File: config.mk
export PLATFORM = sky130hd
export DESIGN_NAME = pgid_ctrl
export DESIGN_NICKNAME = d
export VERILOG_FILES = /design/src/rtl/pgid_pkg.sv /design/src/rtl/pgid_ctrl.sv
export SDC_FILE = /design/constraint.sdc
export NUM_CORES = 1
export LEC_CHECK = 0
export BUFFER_PORTS_ARGS = -buffer_cell sky130_fd_sc_hd__buf_4
export CORE_AREA = 2 2 121 123
export DETAILED_ROUTE_END_ITERATION = 6
export DIE_AREA = 0 0 123 125
export PLACE_DENSITY_LB_ADDON = 0.05
export RECOVER_POWER = 25
export SLEW_MARGIN = 20
export SYNTH_ARGS = -nofsm -noshare
export SYNTH_HDL_FRONTEND = slang
export SYNTH_SLANG_ARGS = --single-unit
File: constraint.sdc
create_clock -name i_clk -period 6 [get_ports i_clk]
set_input_delay 1.2 -clock i_clk [delete_from_list [all_inputs] [get_ports i_clk]]
set_output_delay 1.2 -clock i_clk [all_outputs]
set_load 0.05 [all_outputs]
File: src/rtl/pgid_pkg.sv
// Package for the page id allocator: id type, operation and status codes,
// request/response payloads and RAM port structs. No dependencies.
package pgid_pkg;

    localparam int ID_BITS  = 10;
    localparam int ID_SPACE = 1 << ID_BITS;

    typedef logic [ID_BITS-1:0] t_id;

    localparam t_id INVALID_ID = '1;

    typedef enum logic [1:0] {
        OP_ALLOC = 2'd0,
        OP_FREE  = 2'd1,
        OP_QUERY = 2'd2,
        OP_CLEAR = 2'd3
    } t_op;

    typedef enum logic [1:0] {
        ST_OK        = 2'd0,
        ST_EXHAUSTED = 2'd1,
        ST_REJECTED  = 2'd2
    } t_status;

    typedef struct packed {
        t_op operation;
        t_id page_id;
    } t_req;

    typedef struct packed {
        t_status     status;
        t_id         granted_id;
        logic        is_allocated;
        t_id         current_count;
        t_id         peak_count;
        t_id         free_count;
        logic [31:0] total_allocs;
        logic [31:0] total_frees;
    } t_rsp;

    typedef struct packed {
        logic we;
        t_id  waddr;
        t_id  wdata;
        logic re;
        t_id  raddr;
    } t_stk_req;

    typedef struct packed {
        logic we;
        t_id  waddr;
        logic wbit;
        logic re;
        t_id  raddr;
    } t_mark_req;

endpackage

File: src/rtl/pgid_ctrl.sv
// Allocator state and decision logic: counters, bump pointer, stack depth,
// RAM write/read requests and the response. Depends on pgid_pkg.
module pgid_ctrl #(
    parameter int MAX_ID       = 1022,
    parameter int RESERVED_IDS = 2
) (
    input  logic                i_clk,
    input  logic                i_rst_n,
    input  logic                i_commit,
    input  pgid_pkg::t_req      i_req,
    input  pgid_pkg::t_id       i_stk_rdata,
    input  logic                i_mark_rbit,
    input  logic                i_accept,
    input  pgid_pkg::t_id       i_new_id,
    output pgid_pkg::t_stk_req  o_stk_req,
    output pgid_pkg::t_mark_req o_mark_req,
    output pgid_pkg::t_rsp      o_rsp
);
    import pgid_pkg::*;

    localparam t_id RESERVED = t_id'(RESERVED_IDS);
    localparam t_id LAST_ID  = t_id'(MAX_ID);

    t_id         r_depth, n_depth;
    t_id         r_next_fresh, n_next_fresh;
    t_id         r_live, n_live;
    t_id         r_peak, n_peak;
    logic [31:0] r_allocs, n_allocs;
    logic [31:0] r_frees, n_frees;

    t_status status;
    t_id     granted;
    logic    answer;
    logic    grant;
    logic    stk_we;
    logic    mark_we;
    t_id     mark_waddr;
    logic    mark_wbit;
    logic    reject;

    always_comb begin
        n_depth      = r_depth;
        n_next_fresh = r_next_fresh;
        n_live       = r_live;
        n_peak       = r_peak;
        n_allocs     = r_allocs;
        n_frees      = r_frees;
        status       = ST_OK;
        granted      = INVALID_ID;
        answer       = 1'b0;
        grant        = 1'b0;
        stk_we       = 1'b0;
        mark_we      = 1'b0;
        mark_waddr   = i_req.page_id;
        mark_wbit    = 1'b0;
        reject       = (i_req.page_id == INVALID_ID) || (i_req.page_id < RESERVED) ||
                       (i_req.page_id >= r_next_fresh) || i_mark_rbit;

        unique case (i_req.operation)
            OP_ALLOC: begin
                if (r_depth != '0) begin
                    n_depth    = r_depth - 1'b1;
                    granted    = i_stk_rdata;
                    mark_we    = 1'b1;
                    mark_waddr = i_stk_rdata;
                    grant      = 1'b1;
                end else if (r_next_fresh > LAST_ID) begin
                    status = ST_EXHAUSTED;
                end else begin
                    granted      = r_next_fresh;
                    n_next_fresh = r_next_fresh + 1'b1;
                    mark_we      = 1'b1;
                    mark_waddr   = r_next_fresh;
                    grant        = 1'b1;
                end
            end
            OP_FREE: begin
                if (reject) begin
                    status = ST_REJECTED;
                end else begin
                    stk_we    = 1'b1;
                    n_depth   = r_depth + 1'b1;
                    mark_we   = 1'b1;
                    mark_wbit = 1'b1;
                    n_frees   = r_frees + 32'd1;
                    n_live    = r_live - 1'b1;
                end
            end
            OP_QUERY: begin
                answer = (i_req.page_id != INVALID_ID) && (i_req.page_id < r_next_fresh) &&
                         ((i_req.page_id < RESERVED) || !i_mark_rbit);
            end
            OP_CLEAR: begin
                n_depth      = '0;
                n_next_fresh = RESERVED;
                n_live       = '0;
                n_peak       = '0;
                n_allocs     = '0;
                n_frees      = '0;
            end
        endcase

        if (grant) begin
            n_allocs = r_allocs + 32'd1;
            n_live   = r_live + 1'b1;
            n_peak   = (n_live > r_peak) ? n_live : r_peak;
        end
    end

    always_ff @(posedge i_clk) begin
        if (!i_rst_n) begin
            r_depth      <= '0;
            r_next_fresh <= RESERVED;
            r_live       <= '0;
            r_peak       <= '0;
            r_allocs     <= '0;
            r_frees      <= '0;
        end else if (i_commit) begin
            r_depth      <= n_depth;
            r_next_fresh <= n_next_fresh;
            r_live       <= n_live;
            r_peak       <= n_peak;
            r_allocs     <= n_allocs;
            r_frees      <= n_frees;
        end
    end

    // read for the next transaction sees the state this one leaves
    always_comb begin
        o_stk_req.we     = stk_we && i_commit;
        o_stk_req.waddr  = r_depth;
        o_stk_req.wdata  = i_req.page_id;
        o_stk_req.re     = i_accept;
        o_stk_req.raddr  = (i_commit ? n_depth : r_depth) - 1'b1;

        o_mark_req.we    = mark_we && i_commit;
        o_mark_req.waddr = mark_waddr;
        o_mark_req.wbit  = mark_wbit;
        o_mark_req.re    = i_accept;
        o_mark_req.raddr = i_new_id;
    end

    always_comb begin
        o_rsp.status        = status;
        o_rsp.granted_id    = granted;
        o_rsp.is_allocated  = answer;
        o_rsp.current_count = n_live;
        o_rsp.peak_count    = n_peak;
        o_rsp.free_count    = n_depth;
        o_rsp.total_allocs  = n_allocs;
        o_rsp.total_frees   = n_frees;
    end

    a_id_balance: assert property (@(posedge i_clk) disable iff (!i_rst_n)
        ({1'b0, r_live} + {1'b0, r_depth} + {1'b0, RESERVED}) == {1'b0, r_next_fresh})
        else $error("live ids plus stacked ids do not match issued ids");

    a_peak_bound: assert property (@(posedge i_clk) disable iff (!i_rst_n)
        r_peak >= r_live)
        else $error("peak count below current count");

    a_fresh_bound: assert property (@(posedge i_clk) disable iff (!i_rst_n)
        {1'b0, r_next_fresh} <= ({1'b0, LAST_ID} + 1'b1))
        else $error("bump pointer past last id plus one");

    a_pop_nonempty: assert property (@(posedge i_clk) disable iff (!i_rst_n)
        (i_commit && i_req.operation == OP_ALLOC && r_depth != '0) |=>
        (r_depth == $past(r_depth) - 1'b1))
        else $error("pop did not shrink the free stack");

endmodule

==> out/results.tsv <==
stage	metric	value	unit
synthesis	yosys.area.top_type	dfxtp_1	
timing	rsz0062_at_grt	false	
drt	num_vias	8899	
cts	cts_resized	0	
synthesis	synth_fp_nets	1261	
run_status	status	complete, but fails checks	
power	power	2.16	mW
setup_path	worst-path-max-fanout	15	
finish	drive_gt1_frac	0.163	
setup_path	cp_data_required_time	4.80	ns
setup_path	crit_path_end	o_rsp[29]	
timing	timing.final.hold_violations	0	
finish	post-route-cell-area	9610	um^2
synthesis	synth_area_leaders	dfxtp_1 25%, nor2_1 7.3%, nand2_1 5.6%, o21ai_0 5.3%, xnor2_1 4.7%	
synthesis	synth_cell_types	77	
worst_hold_path	hold_path_depth	2	
finish	regArea	2080	um^2
timing	tns	0	ns
setup_path	slowest_delay	0.51	ns
cts	htree_levels	3	
finish	final_util	0.677	
setup_path	endpoint_kind	output pin	
placed_design	hpwl	16.3	mm
drt	wl_per_cell	16.0	um
setup_path	cp_top_family	simple AND/OR/NAND/NOR gates	
timing	skew	0.00773	ns
cts	clk_path_buf_depth	2	
setup_path	r2r_end	r_allocs[31]	
drt	drt_iter0_drc	726	
power	p_leak	3.72	nW
timing	max_freq	0.177	GHz
setup_path	arrival	4.43	ns
synthesis	synth_top_cell_area_share	0.250	
placed_design	dpl_cell_area	9460	um^2
run_status	violations	capacitance limit, slew limit	
setup_path	crit_path_start	i_req[5]	
timing	slew_violations	60	
global_route	antenna_found_initial	0	
placed_design	globalplace.congestion	0.923	
setup_path	cp_slowest_cell	and3_1	
floorplanning	dieHeight	125	um
setup_path	cp_num_buf_inv	2	
floorplanning	core	14200	um^2
setup_path	crit_cells	11	
global_route	grt_usage	0.298	
timing	min_period	5.63	ns
finish	fillCellCount	1331	
cts	post-cts-setup-buffers	0	
global_route	grt_max_degree	60	
synthesis	synthArstFlopShare	0	
power	power.density	225	nW/um^2
finish	nNetsFinal	1353	
cts	cts_tree	yes	
setup_path	crit_top_cell	buf_4	
finish	fin_cells	1476	
floorplanning	rows	44	
job	maxCapViolations	1	
timing	relSlewSlack	-0.696	
cts	ctsHoldBuffers	0	
floorplanning	ios	199	
finish	n_antenna_cell	0	
setup_path	cp-start-kind	input pin	
synthesis	synth_area	8340	um^2
placed_design	dp_slack	0.487	ns
floorplanning	start_util	0.587	
timing	worstMarginPinSlew	2.54	ns
setup_path	r2r_setup_slack	1.95	ns
cts	numCtsBuffers	9	
synthesis	synthCells	1195	
power	ir_worst_vdd	202	uV
floorplanning	dieWidth	123	um
worst_hold_path	hold_class	reg -> reg	
finish	syn_to_final_growth	15.2	%
synthesis	synth-seq-area-share	0.250	
drt	wirelength	23.6	mm
floorplanning	die_area	15400	um^2
global_route	grt_first_pass_wirelength	37.7	mm
synthesis	ys.flop_type	dfxtp_1	
cts	cts_root_buf	clkbuf_16	
finish	multi_input_area	5460	um^2
placed_design	portBuffers	175	
setup_path	cp_cell_sequence	buf_4 > ha_1 > and4_1 > a41o_1 > a21oi_2 > and3_1 > nand4_2 > nor4b_2 > xnor2_1 > nor2_1 > buf_4	
setup_path	criticalPathCategory	in -> out	
synthesis	yosysWarnings	0	
timing	setup_ws	0.365	ns
synthesis	synth-edff-count	0	
drt	drcViolationCount	0	
timing	setup_violations	0	
global_route	gr-total-overflow	0	
cts	path_clk_slew	0.07	ns
setup_path	reg2reg_from	r_depth[0]	
timing	fin_crit_sh	0.939	
global_route	grt_pass1_vias	7660	
cts	clk_latency	0.36	ns
setup_path	r2r_cells	11	
synthesis	ys_seq_elements	104	
placed_design	placed_cells	1460	
drt	dr.pass1.iters	6	
drt	ant_nets	0	
cts	cts_num_sinks	104	
drt	viasPerCell	6.03	
synthesis	syn_avg_cell_area	6.98	um^2
timing	hold_ws	0.494	ns
[final cells by class]
class,instances,share of cell area
Clock buffer,11,0.0242
Clock inverter,5,0.00664
Multi-Input combinational cell,927,0.568
Sequential cell,104,0.217
Timing Repair Buffer,188,0.138
Inverter,57,0.0223
Tap cell,184,0.0240
[routing by layer]
metal,routed length (um),vias up,track usage
met5,0,-,0
met4,405,0,0.100
met3,1840,32,0.0397
met2,10900,366,0.476
met1,10500,4095,0.414
li1,-,4406,-
[worst min-delay path, cell delays in order, from the launching register on]
cell and delay [ns]:
dfxtp_1 0.32, o21ai_0 0.07, a21oi_1 0.06
[logic make-up after synthesis]
family          after synthesis  synth area share
buf+inv                     164            0.0885
fa+ha+maj                    29            0.0435
compound gates              291             0.224
flops                       104             0.250
simple gates                527             0.308
mux                          13            0.0159
xor+xnor                     67            0.0703
[registers in the layout (all words and copies together) (netlist names)]
name / count
r_allocs: 32
r_frees: 32
r_depth: 10
r_live: 10
r_next_fresh: 10
r_peak: 10
[cell usage in the layout (no fill, tap or decap), types with 4 or more instances in the layout]
cell type / count
nor3_1: 41
o22ai_1: 13
and3_1: 20
dfxtp_1: 104
o21ai_0: 89
mux2i_1: 11
buf_4: 166
a22oi_1: 19
inv_1: 55
o21ba_2: 4
nand4_1: 22
clkbuf_16: 9
nand3_1: 73
nor4_1: 17
nor2_1: 163
xnor2_1: 45
and4_1: 4
ha_1: 29
a21oi_1: 63
a21o_1: 7
o211ai_1: 17
nor2b_1: 5
or3_1: 18
a31oi_1: 12
nand2_1: 126
o31ai_1: 5
o21a_1: 12
or4_1: 5
clkbuf_1: 24
xor2_1: 22
nand2b_1: 5
a211oi_1: 9
[synth_stat cells (12+ instances only)]
master	instances
a21oi_1	62
nor4_1	17
nand4_1	21
buf_2	14
a22oi_1	19
nand2_1	125
nor3_1	41
ha_1	29
buf_4	28
o22ai_1	13
or3_1	18
nor2_1	162
a31oi_1	12
o21ai_0	89
clkbuf_1	60
dfxtp_1	104
o211ai_1	17
xor2_1	22
o21a_1	12
xnor2_1	45
and3_1	20
nand3_1	72
inv_1	56
[worst min-delay path by stage]
stage,from,to,slack [ns]
global route,r_peak[7],r_peak[7],0.52
CTS,r_next_fresh[8],r_next_fresh[8],0.49
finish,r_next_fresh[8],r_next_fresh[8],0.49
floorplan,r_next_fresh[8],r_next_fresh[8],0.46
detailed placement,r_next_fresh[8],r_next_fresh[8],0.48
global placement,r_next_fresh[8],r_next_fresh[8],0.47
[power by group]
| group | leakage [nW] | total (mW) | switching [mW] | internal, mW |
|---|---|---|---|---|
| Combinational | 2.73 | 0.827 | 0.584 | 0.243 |
| Clock | 0.146 | 0.610 | 0.281 | 0.329 |
| Sequential | 0.842 | 0.728 | 0.0234 | 0.704 |
| Total | 3.72 | 2.16 | 0.888 | 1.28 |
No activity file was read; power rests on OpenSTA's default activity.
